<file path="config.mk">
export PLATFORM = sky130hd
export DESIGN_NAME = rtp_h26x_depacketizer_top_flat
export DESIGN_NICKNAME = d
export VERILOG_FILES = /design/src/rtl/core/rtpdpk_pkg.sv /design/src/rtl/core/rtpdpk_in_if.sv /design/src/rtl/core/rtpdpk_out_if.sv /design/src/rtl/core/rtpdpk_front.sv /design/src/rtl/core/rtpdpk_queue.sv /design/src/rtl/core/rtpdpk_back.sv /design/src/rtl/core/rtp_h26x_depacketizer_top.sv /design/src/flat_wrapper.sv
export SDC_FILE = /design/constraint.sdc
export NUM_CORES = 2
export LEC_CHECK = 0
export ABC_CLOCK_PERIOD_IN_PS = 43300
export BUFFER_PORTS_ARGS = -buffer_cell sky130_fd_sc_hd__buf_4
export CAP_MARGIN = 10
export CORE_MARGIN = 10
export CORE_UTILIZATION = 50
export CTS_CLUSTER_DIAMETER = 150
export DETAILED_ROUTE_END_ITERATION = 6
export GPL_ROUTABILITY_DRIVEN = 0
export PLACE_DENSITY = 0.72
export SYNTH_ARGS = -nofsm -noshare
export SYNTH_HDL_FRONTEND = slang
export SYNTH_HIERARCHICAL = 1
export SYNTH_SLANG_ARGS = --single-unit
</file>
<file path="constraint.sdc">
create_clock -name clk_i -period 43.3 [get_ports clk_i]
set_clock_uncertainty 0.1 [all_clocks]
set_input_delay 4.33 -clock clk_i [delete_from_list [all_inputs] [get_ports clk_i]]
set_output_delay 4.33 -clock clk_i [all_outputs]
set_load 0.02 [all_outputs]
</file>
<file path="src/rtl/core/rtpdpk_pkg.sv">
package rtpdpk_pkg;

  // Counter slots of the frame descriptor
  localparam int unsigned NUM_CNT = 8;
  localparam logic [2:0] C_IDR    = 3'd0;
  localparam logic [2:0] C_NONIDR = 3'd1;
  localparam logic [2:0] C_SEI    = 3'd2;
  localparam logic [2:0] C_SPS    = 3'd3;
  localparam logic [2:0] C_PPS    = 3'd4;
  localparam logic [2:0] C_VPS    = 3'd5;
  localparam logic [2:0] C_OTHER  = 3'd6;
  localparam logic [2:0] C_ERR    = 3'd7;

  // Start code is three zero bytes then this one
  localparam logic [7:0] SC_LAST_BYTE = 8'h01;
  localparam logic [2:0] SC_LEN       = 3'd4;

  // Codec selection
  localparam logic CODEC_H264 = 1'b0;
  localparam logic CODEC_H265 = 1'b1;

  typedef struct packed {
    logic [63:0]              ts;
    logic                     complete;
    logic [NUM_CNT-1:0][15:0] cnt;
  } desc_t;

  // Work for the output side produced by one input word
  typedef struct packed {
    logic       pre_vld;
    desc_t      pre;
    logic       sc;
    logic [1:0] nb;
    logic [7:0] b0;
    logic [7:0] b1;
    logic       post_vld;
    desc_t      post;
  } cmd_t;

endpackage

</file>
<file path="src/rtl/core/rtpdpk_in_if.sv">
interface rtpdpk_in_if;
  logic        valid;
  logic        ready;
  logic [7:0]  data_byte;
  logic        first_of_packet;
  logic        last_of_packet;
  logic [15:0] pkt_len;
  logic [15:0] seq_num;
  logic [31:0] rtp_timestamp;
  logic [63:0] ext_ts;
  logic        marker_bit;

  modport source (
    output valid, data_byte, first_of_packet, last_of_packet, pkt_len,
           seq_num, rtp_timestamp, ext_ts, marker_bit,
    input  ready
  );
  modport sink (
    input  valid, data_byte, first_of_packet, last_of_packet, pkt_len,
           seq_num, rtp_timestamp, ext_ts, marker_bit,
    output ready
  );
endinterface

</file>
<file path="src/rtl/core/rtpdpk_out_if.sv">
interface rtpdpk_out_if;
  logic        valid;
  logic        ready;
  logic        frame_end;
  logic [7:0]  out_byte;
  logic [63:0] frame_timestamp;
  logic        frame_complete;
  logic [15:0] idr_units;
  logic [15:0] non_idr_units;
  logic [15:0] sei_units;
  logic [15:0] sps_units;
  logic [15:0] pps_units;
  logic [15:0] vps_units;
  logic [15:0] other_units;
  logic [15:0] error_count;

  modport source (
    output valid, frame_end, out_byte, frame_timestamp, frame_complete, idr_units,
           non_idr_units, sei_units, sps_units, pps_units, vps_units, other_units,
           error_count,
    input  ready
  );
  modport sink (
    input  valid, frame_end, out_byte, frame_timestamp, frame_complete, idr_units,
           non_idr_units, sei_units, sps_units, pps_units, vps_units, other_units,
           error_count,
    output ready
  );
endinterface

</file>
<file path="src/rtl/core/rtpdpk_front.sv">
module rtpdpk_front #(
  parameter int unsigned MAX_FRAME_BYTES = 2097152,
  parameter int unsigned COUNT_BITS      = 16
) (
  input  logic               clk_i,
  input  logic               rst_ni,
  rtpdpk_in_if.sink          in_i,
  input  logic               cfg_we_i,
  input  logic               cfg_wdata_i,
  input  logic               q_full_i,
  output logic               push_o,
  output rtpdpk_pkg::cmd_t   cmd_o
);

  localparam int unsigned FB_W  = $clog2(MAX_FRAME_BYTES);
  localparam int unsigned SUM_W = FB_W + 18;

  typedef enum logic [2:0] {
    M_IDLE, M_SKIP, M_COPY, M_SIZE_HI, M_SIZE_LO, M_FU_HDR, M_AGG_BODY, M_AGG_DISCARD
  } mode_e;

  typedef logic [COUNT_BITS-1:0] cnt_t;

  logic                     codec_q;
  logic                     frm_open_q, frm_open_d;
  logic [31:0]              cur_rtp_q, cur_rtp_d;
  logic [63:0]              cur_ext_q, cur_ext_d;
  logic [15:0]              prev_q, prev_d;
  logic                     complete_q, complete_d;
  logic                     video_q, video_d;
  logic [FB_W-1:0]          fb_q, fb_d;
  cnt_t                     cnt_q [rtpdpk_pkg::NUM_CNT];
  cnt_t                     cnt_d [rtpdpk_pkg::NUM_CNT];
  logic [15:0]              off_q, off_d;
  mode_e                    mode_q, mode_d;
  logic [15:0]              urem_q, urem_d;
  logic [15:0]              saved_q, saved_d;
  logic                     drop_q, drop_d;

  logic fire;
  assign in_i.ready = !q_full_i;
  assign fire       = in_i.valid && !q_full_i;

  // Map a NAL header byte to its counter slot and video flag
  function automatic logic [3:0] classify(logic [7:0] h, logic codec);
    logic [4:0] t4;
    logic [5:0] t5;
    logic [3:0] r;
    t4 = h[4:0];
    t5 = h[6:1];
    r  = {1'b1, rtpdpk_pkg::C_OTHER};
    if (codec == rtpdpk_pkg::CODEC_H264) begin
      unique case (t4) inside
        5'd5:    r = {1'b1, rtpdpk_pkg::C_IDR};
        5'd6:    r = {1'b0, rtpdpk_pkg::C_SEI};
        5'd7:    r = {1'b0, rtpdpk_pkg::C_SPS};
        5'd8:    r = {1'b0, rtpdpk_pkg::C_PPS};
        default: r = (t4 != 5'd0 && t4 < 5'd24) ? {1'b1, rtpdpk_pkg::C_NONIDR}
                                                : {1'b1, rtpdpk_pkg::C_OTHER};
      endcase
    end else begin
      unique case (t5) inside
        6'd19, 6'd20: r = {1'b1, rtpdpk_pkg::C_IDR};
        6'd32:        r = {1'b0, rtpdpk_pkg::C_VPS};
        6'd33:        r = {1'b0, rtpdpk_pkg::C_SPS};
        6'd34:        r = {1'b0, rtpdpk_pkg::C_PPS};
        6'd39, 6'd40: r = {1'b0, rtpdpk_pkg::C_SEI};
        default:      r = (t5 < 6'd48) ? {1'b1, rtpdpk_pkg::C_NONIDR}
                                       : {1'b1, rtpdpk_pkg::C_OTHER};
      endcase
    end
    return r;
  endfunction

  // Decode the word and update packet and frame state
  always_comb begin
    logic [7:0]       b;
    logic [15:0]      len;
    logic [15:0]      p;
    logic             abort, err, cls_en, agg_en, fu_start;
    logic [7:0]       cls_h, r0;
    logic [16:0]      agg_q;
    logic [15:0]      size, ur, body;
    logic [SUM_W-1:0] sum;
    logic [3:0]       cls;
    cnt_t             cv [rtpdpk_pkg::NUM_CNT];

    b   = in_i.data_byte;
    len = in_i.pkt_len;
    p   = off_q;
    abort = 1'b0; err = 1'b0; cls_en = 1'b0; agg_en = 1'b0; fu_start = 1'b0;
    cls_h = 8'h00; r0 = 8'h00; agg_q = '0; size = '0; ur = '0; body = '0;
    sum = '0; cls = '0;
    for (int i = 0; i < rtpdpk_pkg::NUM_CNT; i++) cv[i] = cnt_q[i];

    frm_open_d = frm_open_q; cur_rtp_d = cur_rtp_q; cur_ext_d = cur_ext_q;
    prev_d = prev_q; complete_d = complete_q; video_d = video_q; fb_d = fb_q;
    off_d = off_q; mode_d = mode_q; urem_d = urem_q; saved_d = saved_q;
    drop_d = drop_q;
    cmd_o = '0;

    if (fire) begin
      if (in_i.first_of_packet) begin
        // New timestamp closes the open frame
        if (!frm_open_q || in_i.rtp_timestamp != cur_rtp_q) begin
          if (frm_open_q && fb_q != '0) begin
            cmd_o.pre_vld      = 1'b1;
            cmd_o.pre.ts       = cur_ext_q;
            cmd_o.pre.complete = complete_q;
            for (int i = 0; i < rtpdpk_pkg::NUM_CNT; i++) begin
              cmd_o.pre.cnt[i] = 16'(cv[i]);
              cv[i] = '0;
            end
            fb_d    = '0;
            video_d = 1'b0;
          end
          frm_open_d = 1'b1;
          cur_rtp_d  = in_i.rtp_timestamp;
          cur_ext_d  = in_i.ext_ts;
          complete_d = 1'b1;
          prev_d     = in_i.seq_num - 16'd1;
        end
        drop_d = 1'b0;
        urem_d = '0;
        if (len == '0) begin
          abort = 1'b1;
        end else begin
          if (in_i.seq_num != prev_d + 16'd1) complete_d = 1'b0;
          prev_d = in_i.seq_num;
          if (codec_q == rtpdpk_pkg::CODEC_H264 && b[4:0] == 5'd24) begin
            agg_en = 1'b1; agg_q = 17'd1;
          end else if (codec_q == rtpdpk_pkg::CODEC_H265 && b[6:1] == 6'd48) begin
            agg_en = 1'b1; agg_q = 17'd2;
          end else if ((codec_q == rtpdpk_pkg::CODEC_H264 && b[4:0] == 5'd28) ||
                       (codec_q == rtpdpk_pkg::CODEC_H265 && b[6:1] == 6'd49)) begin
            if (len < ((codec_q == rtpdpk_pkg::CODEC_H264) ? 16'd2 : 16'd3)) begin
              abort = 1'b1;
            end else begin
              saved_d = {8'h00, b};
              mode_d  = M_FU_HDR;
            end
          end else begin
            sum = SUM_W'(fb_d) + SUM_W'(4) + SUM_W'(len);
            if (sum >= SUM_W'(MAX_FRAME_BYTES)) begin
              err    = 1'b1;
              mode_d = M_SKIP;
            end else begin
              cmd_o.sc = 1'b1;
              cmd_o.nb = 2'd1;
              cmd_o.b0 = b;
              cls_en   = 1'b1;
              cls_h    = b;
              fb_d     = FB_W'(sum);
              mode_d   = M_COPY;
            end
          end
        end
        off_d = 16'd1;
      end else if (mode_q != M_IDLE && off_q < len) begin
        unique case (mode_q) inside
          M_COPY: begin
            cmd_o.nb = 2'd1;
            cmd_o.b0 = b;
          end
          M_FU_HDR: begin
            if (codec_q == rtpdpk_pkg::CODEC_H265 && p == 16'd1) begin
              saved_d = {b, saved_q[7:0]};
            end else begin
              // Rebuild the NAL header from indicator and FU header
              fu_start = b[7];
              if (codec_q == rtpdpk_pkg::CODEC_H264)
                body = (len >= 16'd2) ? len - 16'd2 : 16'd0;
              else
                body = (len >= 16'd3) ? len - 16'd3 : 16'd0;
              sum = SUM_W'(fb_q) + SUM_W'(body);
              if (fu_start)
                sum = sum + ((codec_q == rtpdpk_pkg::CODEC_H264) ? SUM_W'(5) : SUM_W'(6));
              if (sum >= SUM_W'(MAX_FRAME_BYTES)) begin
                abort = 1'b1;
              end else begin
                if (fu_start) begin
                  cmd_o.sc = 1'b1;
                  if (codec_q == rtpdpk_pkg::CODEC_H264) begin
                    r0       = {saved_q[7:5], b[4:0]};
                    cmd_o.nb = 2'd1;
                  end else begin
                    r0       = {saved_q[7], b[5:0], saved_q[0]};
                    cmd_o.nb = 2'd2;
                    cmd_o.b1 = saved_q[15:8];
                  end
                  cmd_o.b0 = r0;
                  cls_en   = 1'b1;
                  cls_h    = r0;
                end
                fb_d   = FB_W'(sum);
                mode_d = M_COPY;
              end
            end
          end
          M_SIZE_HI: begin
            if (!(codec_q == rtpdpk_pkg::CODEC_H265 && p == 16'd1)) begin
              urem_d = {b, 8'h00};
              mode_d = M_SIZE_LO;
            end
          end
          M_SIZE_LO: begin
            size = {urem_q[15:8], b};
            if (size == '0 || (18'(p) + 18'd1 + 18'(size)) > 18'(len)) begin
              if (codec_q == rtpdpk_pkg::CODEC_H265) abort = 1'b1;
              else begin
                err    = 1'b1;
                mode_d = M_SKIP;
              end
            end else begin
              urem_d = size;
              sum    = SUM_W'(fb_q) + SUM_W'(4) + SUM_W'(size);
              if (sum >= SUM_W'(MAX_FRAME_BYTES)) begin
                if (codec_q == rtpdpk_pkg::CODEC_H265) abort = 1'b1;
                else begin
                  err    = 1'b1;
                  mode_d = M_AGG_DISCARD;
                end
              end else begin
                cmd_o.sc = 1'b1;
                fb_d     = FB_W'(sum);
                saved_d  = size;
                mode_d   = M_AGG_BODY;
              end
            end
          end
          M_AGG_BODY, M_AGG_DISCARD: begin
            ur = urem_q;
            if (ur != '0) begin
              if (mode_q == M_AGG_BODY) begin
                if (ur == saved_q) begin
                  cls_en = 1'b1;
                  cls_h  = b;
                end
                cmd_o.nb = 2'd1;
                cmd_o.b0 = b;
              end
              ur = ur - 16'd1;
            end
            urem_d = ur;
            if (ur == '0) begin
              agg_en = 1'b1;
              agg_q  = 17'(p) + 17'd1;
            end
          end
          default: ;
        endcase
        if (off_q != 16'hFFFF) off_d = off_q + 16'd1;
      end

      // Step to the next aggregation unit
      if (agg_en) begin
        if (agg_q + 17'd2 <= 17'(len)) mode_d = M_SIZE_HI;
        else if (codec_q == rtpdpk_pkg::CODEC_H265 && agg_q != 17'(len)) abort = 1'b1;
        else mode_d = M_SKIP;
      end

      // Drop the rest of the packet
      if (abort) begin
        drop_d = 1'b1;
        mode_d = M_SKIP;
      end

      // Count the unit type and any error in the same word, saturating
      cls = classify(cls_h, codec_q);
      if (cls_en && cls[3]) video_d = 1'b1;
      for (int i = 0; i < rtpdpk_pkg::NUM_CNT; i++) begin
        if (((cls_en && 3'(i) == cls[2:0]) ||
             ((abort || err) && 3'(i) == rtpdpk_pkg::C_ERR)) &&
            cv[i] != {COUNT_BITS{1'b1}})
          cv[i] = cv[i] + cnt_t'(1);
      end

      // Marker closes the frame once video is present
      if (in_i.last_of_packet && mode_d != M_IDLE) begin
        if (!drop_d && in_i.marker_bit && video_d && frm_open_d && fb_d != '0) begin
          cmd_o.post_vld      = 1'b1;
          cmd_o.post.ts       = cur_ext_d;
          cmd_o.post.complete = complete_d;
          for (int i = 0; i < rtpdpk_pkg::NUM_CNT; i++) begin
            cmd_o.post.cnt[i] = 16'(cv[i]);
            cv[i] = '0;
          end
          fb_d       = '0;
          frm_open_d = 1'b0;
          complete_d = 1'b1;
          video_d    = 1'b0;
        end
        mode_d = M_IDLE;
      end
    end
    for (int i = 0; i < rtpdpk_pkg::NUM_CNT; i++) cnt_d[i] = cv[i];
  end

  assign push_o = fire && (cmd_o.pre_vld || cmd_o.sc || cmd_o.nb != 2'd0 || cmd_o.post_vld);

  always_ff @(posedge clk_i or negedge rst_ni) begin
    if (!rst_ni) begin
      codec_q    <= rtpdpk_pkg::CODEC_H264;
      frm_open_q <= 1'b0;
      cur_rtp_q  <= '0;
      cur_ext_q  <= '0;
      prev_q     <= '0;
      complete_q <= 1'b1;
      video_q    <= 1'b0;
      fb_q       <= '0;
      for (int i = 0; i < rtpdpk_pkg::NUM_CNT; i++) cnt_q[i] <= '0;
      off_q      <= '0;
      mode_q     <= M_IDLE;
      urem_q     <= '0;
      saved_q    <= '0;
      drop_q     <= 1'b0;
    end else begin
      if (cfg_we_i) codec_q <= cfg_wdata_i;
      frm_open_q <= frm_open_d;
      cur_rtp_q  <= cur_rtp_d;
      cur_ext_q  <= cur_ext_d;
      prev_q     <= prev_d;
      complete_q <= complete_d;
      video_q    <= video_d;
      fb_q       <= fb_d;
      for (int i = 0; i < rtpdpk_pkg::NUM_CNT; i++) cnt_q[i] <= cnt_d[i];
      off_q      <= off_d;
      mode_q     <= mode_d;
      urem_q     <= urem_d;
      saved_q    <= saved_d;
      drop_q     <= drop_d;
    end
  end

endmodule

</file>
<file path="src/rtl/core/rtpdpk_queue.sv">
module rtpdpk_queue #(
  parameter int unsigned DEPTH = 4
) (
  input  logic             clk_i,
  input  logic             rst_ni,
  input  logic             push_i,
  input  rtpdpk_pkg::cmd_t data_i,
  output logic             full_o,
  input  logic             pop_i,
  output logic             valid_o,
  output rtpdpk_pkg::cmd_t data_o
);

  localparam int unsigned PW = (DEPTH > 1) ? $clog2(DEPTH) : 1;
  localparam int unsigned CW = $clog2(DEPTH + 1);

  rtpdpk_pkg::cmd_t mem_q [DEPTH];
  logic [PW-1:0]    wr_q, rd_q;
  logic [CW-1:0]    cnt_q;
  logic             do_pop;

  assign full_o  = cnt_q == CW'(DEPTH);
  assign valid_o = cnt_q != '0;
  assign data_o  = mem_q[rd_q];
  assign do_pop  = pop_i && valid_o;

  // Hold the entries
  always_ff @(posedge clk_i) begin
    if (push_i) mem_q[wr_q] <= data_i;
  end

  // Advance the pointers
  always_ff @(posedge clk_i or negedge rst_ni) begin
    if (!rst_ni) begin
      wr_q  <= '0;
      rd_q  <= '0;
      cnt_q <= '0;
    end else begin
      if (push_i) wr_q <= (wr_q == PW'(DEPTH - 1)) ? '0 : wr_q + PW'(1);
      if (do_pop) rd_q <= (rd_q == PW'(DEPTH - 1)) ? '0 : rd_q + PW'(1);
      if (push_i && !do_pop) cnt_q <= cnt_q + CW'(1);
      else if (!push_i && do_pop) cnt_q <= cnt_q - CW'(1);
    end
  end

endmodule

</file>
<file path="src/rtl/core/rtpdpk_back.sv">
module rtpdpk_back (
  input  logic             clk_i,
  input  logic             rst_ni,
  input  logic             q_valid_i,
  input  rtpdpk_pkg::cmd_t q_data_i,
  output logic             pop_o,
  rtpdpk_out_if.source     out_o
);

  rtpdpk_pkg::cmd_t   cur_q, cur_d;
  logic [2:0]         sc_q, sc_d;
  logic [1:0]         nb_q, nb_d;
  logic               ovld_q, ovld_d;
  logic               oend_q, oend_d;
  logic [7:0]         obyte_q, obyte_d;
  rtpdpk_pkg::desc_t  odesc_q, odesc_d;

  // Pick the next word of the current entry
  always_comb begin
    logic slot;
    cur_d = cur_q; sc_d = sc_q; nb_d = nb_q;
    oend_d = oend_q; obyte_d = obyte_q; odesc_d = odesc_q;
    ovld_d = ovld_q && !out_o.ready;
    slot   = !ovld_q || out_o.ready;
    if (slot) begin
      if (cur_q.pre_vld) begin
        ovld_d = 1'b1; oend_d = 1'b1; obyte_d = 8'h00; odesc_d = cur_q.pre;
        cur_d.pre_vld = 1'b0;
      end else if (sc_q != '0) begin
        ovld_d = 1'b1; oend_d = 1'b0; odesc_d = '0;
        obyte_d = (sc_q == 3'd1) ? rtpdpk_pkg::SC_LAST_BYTE : 8'h00;
        sc_d = sc_q - 3'd1;
      end else if (nb_q != '0) begin
        ovld_d = 1'b1; oend_d = 1'b0; odesc_d = '0; obyte_d = cur_q.b0;
        cur_d.b0 = cur_q.b1;
        nb_d = nb_q - 2'd1;
      end else if (cur_q.post_vld) begin
        ovld_d = 1'b1; oend_d = 1'b1; obyte_d = 8'h00; odesc_d = cur_q.post;
        cur_d.post_vld = 1'b0;
      end
    end
    // Load the next entry once this one is spent
    pop_o = q_valid_i && !cur_d.pre_vld && sc_d == '0 && nb_d == '0 && !cur_d.post_vld;
    if (pop_o) begin
      cur_d = q_data_i;
      sc_d  = q_data_i.sc ? rtpdpk_pkg::SC_LEN : 3'd0;
      nb_d  = q_data_i.nb;
    end
  end

  always_ff @(posedge clk_i or negedge rst_ni) begin
    if (!rst_ni) begin
      cur_q  <= '0;
      sc_q   <= '0;
      nb_q   <= '0;
      ovld_q <= 1'b0;
    end else begin
      cur_q  <= cur_d;
      sc_q   <= sc_d;
      nb_q   <= nb_d;
      ovld_q <= ovld_d;
    end
  end

  always_ff @(posedge clk_i) begin
    oend_q  <= oend_d;
    obyte_q <= obyte_d;
    odesc_q <= odesc_d;
  end

  assign out_o.valid           = ovld_q;
  assign out_o.frame_end       = oend_q;
  assign out_o.out_byte        = obyte_q;
  assign out_o.frame_timestamp = odesc_q.ts;
  assign out_o.frame_complete  = odesc_q.complete;
  assign out_o.idr_units       = odesc_q.cnt[rtpdpk_pkg::C_IDR];
  assign out_o.non_idr_units   = odesc_q.cnt[rtpdpk_pkg::C_NONIDR];
  assign out_o.sei_units       = odesc_q.cnt[rtpdpk_pkg::C_SEI];
  assign out_o.sps_units       = odesc_q.cnt[rtpdpk_pkg::C_SPS];
  assign out_o.pps_units       = odesc_q.cnt[rtpdpk_pkg::C_PPS];
  assign out_o.vps_units       = odesc_q.cnt[rtpdpk_pkg::C_VPS];
  assign out_o.other_units     = odesc_q.cnt[rtpdpk_pkg::C_OTHER];
  assign out_o.error_count     = odesc_q.cnt[rtpdpk_pkg::C_ERR];

endmodule

</file>
<file path="src/rtl/core/rtp_h26x_depacketizer_top.sv">
// Channel   Dir  Word
// in_i      in   one RTP payload byte with its packet header fields
// out_o     out  one Annex-B byte, or a frame descriptor (frame_end high)
// cfg       in   cfg_we_i / cfg_wdata_i write codec_select (0 H.264, 1 H.265)
//
// The front end decodes one input word per cycle and queues the output work it
// causes; the back end sends one output word per cycle from a registered stage
// while out_o is ready. An input word makes up to seven output words, so start
// codes and descriptors stall the input only once the QUEUE_DEPTH-entry queue
// fills. Reset is asynchronous, active low, and needs no clearing pass.
module rtp_h26x_depacketizer_top #(
  parameter int unsigned MAX_FRAME_BYTES = 2097152,
  parameter int unsigned COUNT_BITS      = 16,
  parameter int unsigned QUEUE_DEPTH     = 4
) (
  input  logic         clk_i,
  input  logic         rst_ni,
  rtpdpk_in_if.sink    in_i,
  rtpdpk_out_if.source out_o,
  input  logic         cfg_we_i,
  input  logic         cfg_wdata_i
);

  logic             push, full, pop, qvld;
  rtpdpk_pkg::cmd_t cmd_in, cmd_out;

  rtpdpk_front #(
    .MAX_FRAME_BYTES(MAX_FRAME_BYTES),
    .COUNT_BITS     (COUNT_BITS)
  ) u_front (
    .clk_i      (clk_i),
    .rst_ni     (rst_ni),
    .in_i       (in_i),
    .cfg_we_i   (cfg_we_i),
    .cfg_wdata_i(cfg_wdata_i),
    .q_full_i   (full),
    .push_o     (push),
    .cmd_o      (cmd_in)
  );

  rtpdpk_queue #(
    .DEPTH(QUEUE_DEPTH)
  ) u_queue (
    .clk_i  (clk_i),
    .rst_ni (rst_ni),
    .push_i (push),
    .data_i (cmd_in),
    .full_o (full),
    .pop_i  (pop),
    .valid_o(qvld),
    .data_o (cmd_out)
  );

  rtpdpk_back u_back (
    .clk_i    (clk_i),
    .rst_ni   (rst_ni),
    .q_valid_i(qvld),
    .q_data_i (cmd_out),
    .pop_o    (pop),
    .out_o    (out_o)
  );

endmodule
</file>
<file path="src/flat_wrapper.sv">
// flat-port wrapper written by rule: the top's interface ports become plain ports
module rtp_h26x_depacketizer_top_flat 
#(
  parameter int unsigned MAX_FRAME_BYTES = 2097152,
  parameter int unsigned COUNT_BITS      = 16,
  parameter int unsigned QUEUE_DEPTH     = 4
)
  (clk_i, rst_ni, cfg_we_i, cfg_wdata_i, in_i_valid, in_i_data_byte, in_i_first_of_packet, in_i_last_of_packet, in_i_pkt_len, in_i_seq_num, in_i_rtp_timestamp, in_i_ext_ts, in_i_marker_bit, in_i_ready, out_o_valid, out_o_frame_end, out_o_out_byte, out_o_frame_timestamp, out_o_frame_complete, out_o_idr_units, out_o_non_idr_units, out_o_sei_units, out_o_sps_units, out_o_pps_units, out_o_vps_units, out_o_other_units, out_o_error_count, out_o_ready);
  rtpdpk_in_if in_i_i ();
  rtpdpk_out_if out_o_i ();
  input  logic clk_i;
  input  logic rst_ni;
  input  logic cfg_we_i;
  input  logic cfg_wdata_i;
  input wire logic [$bits(in_i_i.valid)-1:0] in_i_valid;
  input wire logic [$bits(in_i_i.data_byte)-1:0] in_i_data_byte;
  input wire logic [$bits(in_i_i.first_of_packet)-1:0] in_i_first_of_packet;
  input wire logic [$bits(in_i_i.last_of_packet)-1:0] in_i_last_of_packet;
  input wire logic [$bits(in_i_i.pkt_len)-1:0] in_i_pkt_len;
  input wire logic [$bits(in_i_i.seq_num)-1:0] in_i_seq_num;
  input wire logic [$bits(in_i_i.rtp_timestamp)-1:0] in_i_rtp_timestamp;
  input wire logic [$bits(in_i_i.ext_ts)-1:0] in_i_ext_ts;
  input wire logic [$bits(in_i_i.marker_bit)-1:0] in_i_marker_bit;
  output wire logic [$bits(in_i_i.ready)-1:0] in_i_ready;
  output wire logic [$bits(out_o_i.valid)-1:0] out_o_valid;
  output wire logic [$bits(out_o_i.frame_end)-1:0] out_o_frame_end;
  output wire logic [$bits(out_o_i.out_byte)-1:0] out_o_out_byte;
  output wire logic [$bits(out_o_i.frame_timestamp)-1:0] out_o_frame_timestamp;
  output wire logic [$bits(out_o_i.frame_complete)-1:0] out_o_frame_complete;
  output wire logic [$bits(out_o_i.idr_units)-1:0] out_o_idr_units;
  output wire logic [$bits(out_o_i.non_idr_units)-1:0] out_o_non_idr_units;
  output wire logic [$bits(out_o_i.sei_units)-1:0] out_o_sei_units;
  output wire logic [$bits(out_o_i.sps_units)-1:0] out_o_sps_units;
  output wire logic [$bits(out_o_i.pps_units)-1:0] out_o_pps_units;
  output wire logic [$bits(out_o_i.vps_units)-1:0] out_o_vps_units;
  output wire logic [$bits(out_o_i.other_units)-1:0] out_o_other_units;
  output wire logic [$bits(out_o_i.error_count)-1:0] out_o_error_count;
  input wire logic [$bits(out_o_i.ready)-1:0] out_o_ready;
  assign in_i_i.valid = in_i_valid;
  assign in_i_i.data_byte = in_i_data_byte;
  assign in_i_i.first_of_packet = in_i_first_of_packet;
  assign in_i_i.last_of_packet = in_i_last_of_packet;
  assign in_i_i.pkt_len = in_i_pkt_len;
  assign in_i_i.seq_num = in_i_seq_num;
  assign in_i_i.rtp_timestamp = in_i_rtp_timestamp;
  assign in_i_i.ext_ts = in_i_ext_ts;
  assign in_i_i.marker_bit = in_i_marker_bit;
  assign in_i_ready = in_i_i.ready;
  assign out_o_valid = out_o_i.valid;
  assign out_o_frame_end = out_o_i.frame_end;
  assign out_o_out_byte = out_o_i.out_byte;
  assign out_o_frame_timestamp = out_o_i.frame_timestamp;
  assign out_o_frame_complete = out_o_i.frame_complete;
  assign out_o_idr_units = out_o_i.idr_units;
  assign out_o_non_idr_units = out_o_i.non_idr_units;
  assign out_o_sei_units = out_o_i.sei_units;
  assign out_o_sps_units = out_o_i.sps_units;
  assign out_o_pps_units = out_o_i.pps_units;
  assign out_o_vps_units = out_o_i.vps_units;
  assign out_o_other_units = out_o_i.other_units;
  assign out_o_error_count = out_o_i.error_count;
  assign out_o_i.ready = out_o_ready;
  rtp_h26x_depacketizer_top #(.MAX_FRAME_BYTES(MAX_FRAME_BYTES), .COUNT_BITS(COUNT_BITS), .QUEUE_DEPTH(QUEUE_DEPTH)) u_core (.clk_i(clk_i), .rst_ni(rst_ni), .in_i(in_i_i), .out_o(out_o_i), .cfg_we_i(cfg_we_i), .cfg_wdata_i(cfg_wdata_i));
endmodule
</file>
## Word-level counts from Yosys, hierarchy flattened

Memories as Yosys holds them, arrays and structs flattened.
Cells that the tools add are included.

- Bits in registers: 939
- Bits in writable memories: 1628
- Input bits: 145
- Memories kept: 1

- Add/sub/neg operators: 30
- $lt $le $gt $ge: 11
- Equality and inequality tests: 61
- Muxes and demuxes: 272
- Bitwise logic cells: 1
- Reductions and logical operators: 97

Memories:

| memory | words | width | rd ports | clocked after memory_dff | wr ports | line | RTL |
|---|---|---|---|---|---|---|---|
| u_core.u_queue.mem_q | 4 | 407 | 1 | 0 | 1 | rtpdpk_queue.sv:17 | `rtpdpk_pkg::cmd_t mem_q [DEPTH];` |

Operators by type and width:

| cell | count |
|---|---|
| 194-bit 2-to-1 mux | 5 |
| 407-bit 2-to-1 mux | 2 |
| 193-bit 2-to-1 mux | 4 |
| 128-bit 2-to-1 mux | 6 |
| 16-bit 2-to-1 mux | 41 |
| 21-bit 2-to-1 mux | 18 |
| 39-bit 2-to-1 mux | 5 |
| 16-bit by 1-bit adder with 16-bit output (second input constant) | 10 |
| 16-bit inequality test (second input constant) | 9 |
| 64-bit 2-to-1 mux | 2 |
| 7-bit 2-to-1 mux | 15 |
| 17-bit 2-to-1 mux | 6 |
| 1-bit 2-to-1 mux | 90 |
| 8-bit 2-to-1 mux | 11 |
| 3-bit 2-to-1 mux | 29 |
| 19-bit 2-to-1 mux | 4 |
| 11-bit 2-to-1 mux | 6 |
| 16-bit zero test | 3 |
| 16-bit one-hot mux with 3 select lines | 1 |
| 22-bit by 16-bit adder with 23-bit output | 2 |
| 23-bit by 22-bit >= comparator with 1-bit output (second input constant) | 2 |
| 21-bit by 3-bit adder with 22-bit output (second input constant) | 2 |
| 6-bit == test (second input constant) | 7 |
| 21-bit one-hot mux with 2 select lines | 1 |
| 68 further kinds | 191 |

## Depth between registers and ports, before layout

- Depth after elaboration: 46
- Depth in mapped cells: 44

## Hierarchy

Netlist, hierarchy kept.

Modules (own cells, without submodules):

| module | instances | cells each | area each (um^2) | sequential area each (um^2) |
|---|---|---|---|---|
| rtpdpk_queue | 1 | 2163 | 59007.8 | 49062.1 |
| rtpdpk_front | 1 | 4179 | 31544.0 | 7933.9 |
| rtpdpk_back | 1 | 1363 | 23686.5 | 16325.7 |

## Worst setup path before layout

No wires, ideal clock.

- Kind: in2reg
- From: in in_i_pkt_len[6]
- To: mem u_core/u_queue/mem_q[0][0] (netlist bit) (enable)
- Arrival: 20331 ps
- Required time: 42377 ps
- Slack: 22046 ps
- Stages on the path: 33
- Buffers on the path: 6
- Path through: clkbuf_1 > inv_1 > ha_1 > or4_1 > a21oi_1 > o21ai_1 > a211o_1 > clkbuf_1 > nor3_1 > nand3_1 > clkbuf_1 > o31a_1 > inv_1 > ha_1 > nand3_1 > nor4_1 > nand3_1 > nor4_1 > xor2_1 > nor2_1 > ha_1 > a2111oi_0 > a31oi_1 > a21oi_1 > a211oi_1 > a21oi_1 > o2111a_1 > buf_2 > buf_2 > buf_2 > nor4_1 > nor2_1 > and2_1

- Longest elaborated chain between the ends: 41
- Elaborated cells between the ends (all ways): 159

Ends and longest elaborated chain:

| item | line | RTL |
|---|---|---|
| start, declared | flat_wrapper.sv:19 | `input wire logic [$bits(in_i_i.pkt_len)-1:0] in_i_pkt_len;` |
| 16-bit by 2-bit subtractor with 16-bit output (tied with other cells) | rtpdpk_front.sv:172 | `body = (len >= 16'd2) ? len - 16'd2 : 16'd0;` |
| 16-bit 2-to-1 mux (on tied branches) | rtpdpk_front.sv:172, rtpdpk_front.sv:174 |  |
| 16-bit 2-to-1 mux | rtpdpk_front.sv:171 | `if (codec_q == rtpdpk_pkg::CODEC_H264)` |
| 16-bit 2-to-1 mux | rtpdpk_front.sv:166 | `if (codec_q == rtpdpk_pkg::CODEC_H265 && p == 16'd1) begin` |
| 16-bit 2-to-1 mux | rtpdpk_front.sv:160 | `unique case (mode_q) inside` |
| 16-bit 2-to-1 mux | rtpdpk_front.sv:159 | `end else if (mode_q != M_IDLE && off_q < len) begin` |
| 16-bit 2-to-1 mux | rtpdpk_front.sv:103 | `if (in_i.first_of_packet) begin` |
| 16-bit 2-to-1 mux | rtpdpk_front.sv:102 | `if (fire) begin` |
| [26 not listed] | - |  |
| 194-bit 2-to-1 mux | rtpdpk_front.sv:280 | `if (!drop_d && in_i.marker_bit && video_d && frm_open_d && fb_d != '0) begin` |
| 194-bit 2-to-1 mux | rtpdpk_front.sv:279 | `if (in_i.last_of_packet && mode_d != M_IDLE) begin` |
| 407-bit 2-to-1 mux (*) | rtpdpk_front.sv:102 |  |
| 1-bit logical OR (*) | rtpdpk_front.sv:299 | `assign push_o = fire && (cmd_o.pre_vld \|\| cmd_o.sc \|\| cmd_o.nb != 2'd0 \|\| cmd_o.post_vld);` |
| 1-bit logical AND (*) | rtpdpk_front.sv:299 |  |
| via u_core.push | rtp_h26x_depacketizer_top.sv:24 | `logic push, full, pop, qvld;` |
| 1-bit 2-to-1 mux (*) | rtpdpk_queue.sv:29 | `if (push_i) mem_q[wr_q] <= data_i;` |
| 1-bit 2-to-1 mux (not written as such) (*) | rtpdpk_queue.sv:29 |  |
| end, declared | rtpdpk_queue.sv:17 |  |

Mark *: on every way through the listed nets, which the timed path passes. The rest lies on a longest branch. The select of a mux whose other input is x is not followed.

## Worst setup path after layout

- From: in in_i_pkt_len[3]
- To: mem u_core/u_queue/mem_q[0][66] (netlist bit) (enable)

Same word-level chain as after synthesis.

==> results.toml <==
[worst_setup_path]
crit_required_ns = 43.72
ff2ff_path_depth = 29
worst_path_most_repeated_cell = "buf_4"
critPathSlowestCell = "buf_4"
max_stage_delay_ns = 0.87
worstSetupPathType = "in -> reg"
crit_path_start_kind = "input pin"
worstPathArrival_ns = 16.40
crit_fanout = 62
crit_path_end_kind = "register"

[final_layout]
drive_gt1_share_pct = 19.4
post-route-util_pct = 56.4
final_area_um2 = 128000
nFillCells = 17500
final_nets = 8299
areaGrowthSynthToFinish_pct = 12.2

[clocking]
htreeDepth = 5
post_cts_buffers = 0
cts_buffers = 280
numClockSinks = 2564
clock_path_buffers = 4
tritoncts = "done"
cts_root_buf = "clkbuf_16"
clock_latency_ns = 0.93
cts_hold_buf = 0
cts_resized = 0
path_clk_slew_ns = 0.06

[detailed_routing]
drc = 117
wire_per_inst_um = 26.5
avgViaCountPerCell = 6.31
vias = 70600
routed_wl_um = 297000
drt_iter0_markers = 8158
firstDrtPassIters = 7
postRouteAntennaNets = 0

[pwr]
power.density_nw_per_um2 = 62.8
peakVddDrop_v = 0.0000457
power.leakage_uw = 0.0464

[floorplanning]
design.portCount = 349
rows = 175
design.die.area_um2 = 248000
dieWidth_um = 498
initial_utilization_pct = 50.3
core_area_um2 = 227000
die_h_um = 498

[global_routing]
track_usage_pct = 23.2
grt_pass1_vias = 71500
grt_start_max_net_pins = 139
antenna_found_initial = 14
grt_pass1_wl_um = 447000
grt_overflow = 0

[logic_synthesis]
synth_cell_type_count = 121
avgSynthCellArea_um2 = 14.8
ys_ff_latch = 2564
ys_seq_area_share_pct = 64.2
synth-edff-count = 1830
async_reset_ff_share_pct = 28.6
netlist_instances = 7705
yosys_most_used_dff = "edfxtp_1"
ys.warnings.count = 6
synth_area_um2 = 114000
syn_nets = 8031

[timing]
fmax_ghz = 0.0626
finalCritPeriodShare_pct = 36.9
maxSlewViolCount = 0
hold_viol = 0
setup_violations = 0
tightest_slew_ns = 1.26
maxSlewHeadroom_pct = 16.3
tns_ns = 0
min_period_ns = 15.98
rsz0062_at_grt = "false"

[placement]
place_area_um2 = 119000
hpwl_um = 180000
io_buffers = 348

[hold_path]
hold_depth = 2
hold_class = "reg -> reg"

[run_status]
status = "complete, but fails checks"
violations = "design-rule violations"

[run]
max_cap_violations = 0
-- stage by stage --
| stage | worst slack (ns) | total power [uW] | cells | hold slack [ns] |
|---|---|---|---|---|
| 2_1_floorplan | 22.05 | 5180 | 7705 | 0.345 |
| 3_5_place_dp | 26.74 | 5790 | 10700 | 0.367 |
| 4_1_cts | 27.67 | 8090 | 11200 | 0.382 |
| 3_3_place_gp | 27.10 | 5710 | 10700 | 0.358 |
| 5_1_grt | 26.78 | 8400 | 11200 | 0.394 |
| 6_report | 27.32 | 8050 | 11200 | 0.376 |
-- flip-flops by register name (all words and copies together), names as in the netlist, 21 cells and up --
register and cells:
u_core/u_queue/mem_q 1628, u_core/u_back/out_o.frame_timestamp 64, u_core/u_front/cur_ext_q 64, u_core/u_front/fb_q 21, u_core/u_front/cur_rtp_q 32, u_core/u_back/cur_q 404
u_core/u_front/cnt_q 128
-- cell usage after synthesis, types with 36 or more instances --
cell | n | area (um2)
and3_1 | 208 | 1300
nor4_1 | 45 | 282
ha_1 | 175 | 2190
xnor2_1 | 183 | 1600
nand3_1 | 173 | 866
or4_1 | 36 | 270
a22o_1 | 222 | 1940
nand2_1 | 565 | 2120
o31ai_1 | 37 | 278
nor2_1 | 324 | 1220
mux2_2 | 226 | 2540
xor2_1 | 98 | 858
o21ai_0 | 240 | 1200
nand4_1 | 79 | 494
a21o_1 | 45 | 338
mux4_2 | 407 | 9170
and2_1 | 75 | 469
buf_2 | 79 | 395
nor3_1 | 131 | 656
a21oi_1 | 304 | 1520
buf_4 | 48 | 360
inv_1 | 143 | 537
clkbuf_1 | 284 | 1070
edfxtp_1 | 1830 | 55000
dfrtp_1 | 733 | 18300
buf_6 | 36 | 405
or3_1 | 67 | 419
mux2_1 | 300 | 3380
-- final timing paths --
check	startpoint	to	slack [ns]
worst max-delay path	in_i_pkt_len[3]	u_core/u_queue/mem_q[0][66]	27.32
worst min-delay path	u_core/u_front/prev_q[15]	u_core/u_front/prev_q[15]	0.38
worst max register to register	u_core/u_front/urem_q[10]	u_core/u_queue/mem_q[0][66]	30.23
worst min register to register	u_core/u_front/prev_q[15]	u_core/u_front/prev_q[15]	0.38
max in group asynchronous	rst_ni	u_core/u_back/cur_q[27]	37.40
min in group asynchronous	rst_ni	u_core/u_back/cur_q[170]	3.32
-- worst max-delay path, delay by kind of cell --
kind	cells	cell delay, ns
xor+xnor	1	0.30
fa+ha+maj	1	0.43
buf+inv	6	3.52
compound gates	9	3.19
simple gates	12	4.40
-- cell usage in the layout, fill, tap and decap left out, drive strengths merged, types with 222 or more instances in the layout --
cell | synthesis | routed
o21ai | 273 | 273
mux4 | 407 | 407
nor2 | 327 | 327
buf | 186 | 457
mux2 | 526 | 526
edfxtp | 1830 | 1830
a22o | 222 | 222
a21oi | 305 | 305
clkbuf | 285 | 394
dfrtp | 733 | 733
nand2 | 567 | 567
-- power by group --
part           total [uW]  switching, uW  internal [uW]  leakage (uW)
logic                2180           1260            923        0.0161
clock network        2290            925           1370       0.00432
registers            3570            321           3250        0.0260
-- kinds of logic (layout without fill, tap and decap cells) --
group / count (synthesis) / count (layout) / synth area share (%)
XOR/XNOR: 282 / 282 / 2.17
adder cells (fa/ha/maj): 182 / 182 / 2.03
AND/OR/NAND/NOR: 1857 / 1857 / 8.17
multiplexers: 961 / 961 / 13.5
AO/OA/AOI/OAI: 1241 / 1241 / 7.44
other: 0 / 7 / 0
flip-flops: 2564 / 2564 / 64.2
buffers and inverters: 618 / 1088 / 2.56
-- layer usage --
metal / global-route usage [%] / vias to the layer above / wire length (um)
li1: - / 30300 / -
met1: 31.1 / 35900 / 117000
met2: 37.5 / 3600 / 141000
met3: 4.80 / 763 / 25900
met4: 8.87 / 8 / 11900
met5: 0 / - / 36
-- cell type report --
type | instances | area [um2] | area share [%]
Antenna cell | 7 | 17.5 | 0.0137
Multi-Input combinational cell | 4523 | 38100 | 29.8
Timing Repair Buffer | 457 | 3530 | 2.75
Clock buffer | 394 | 7920 | 6.18
Sequential cell | 2564 | 73300 | 57.2
Tap cell | 3009 | 3760 | 2.94
Clock inverter | 90 | 876 | 0.684
Inverter | 147 | 559 | 0.436
(Power assumes the default switching activity.)
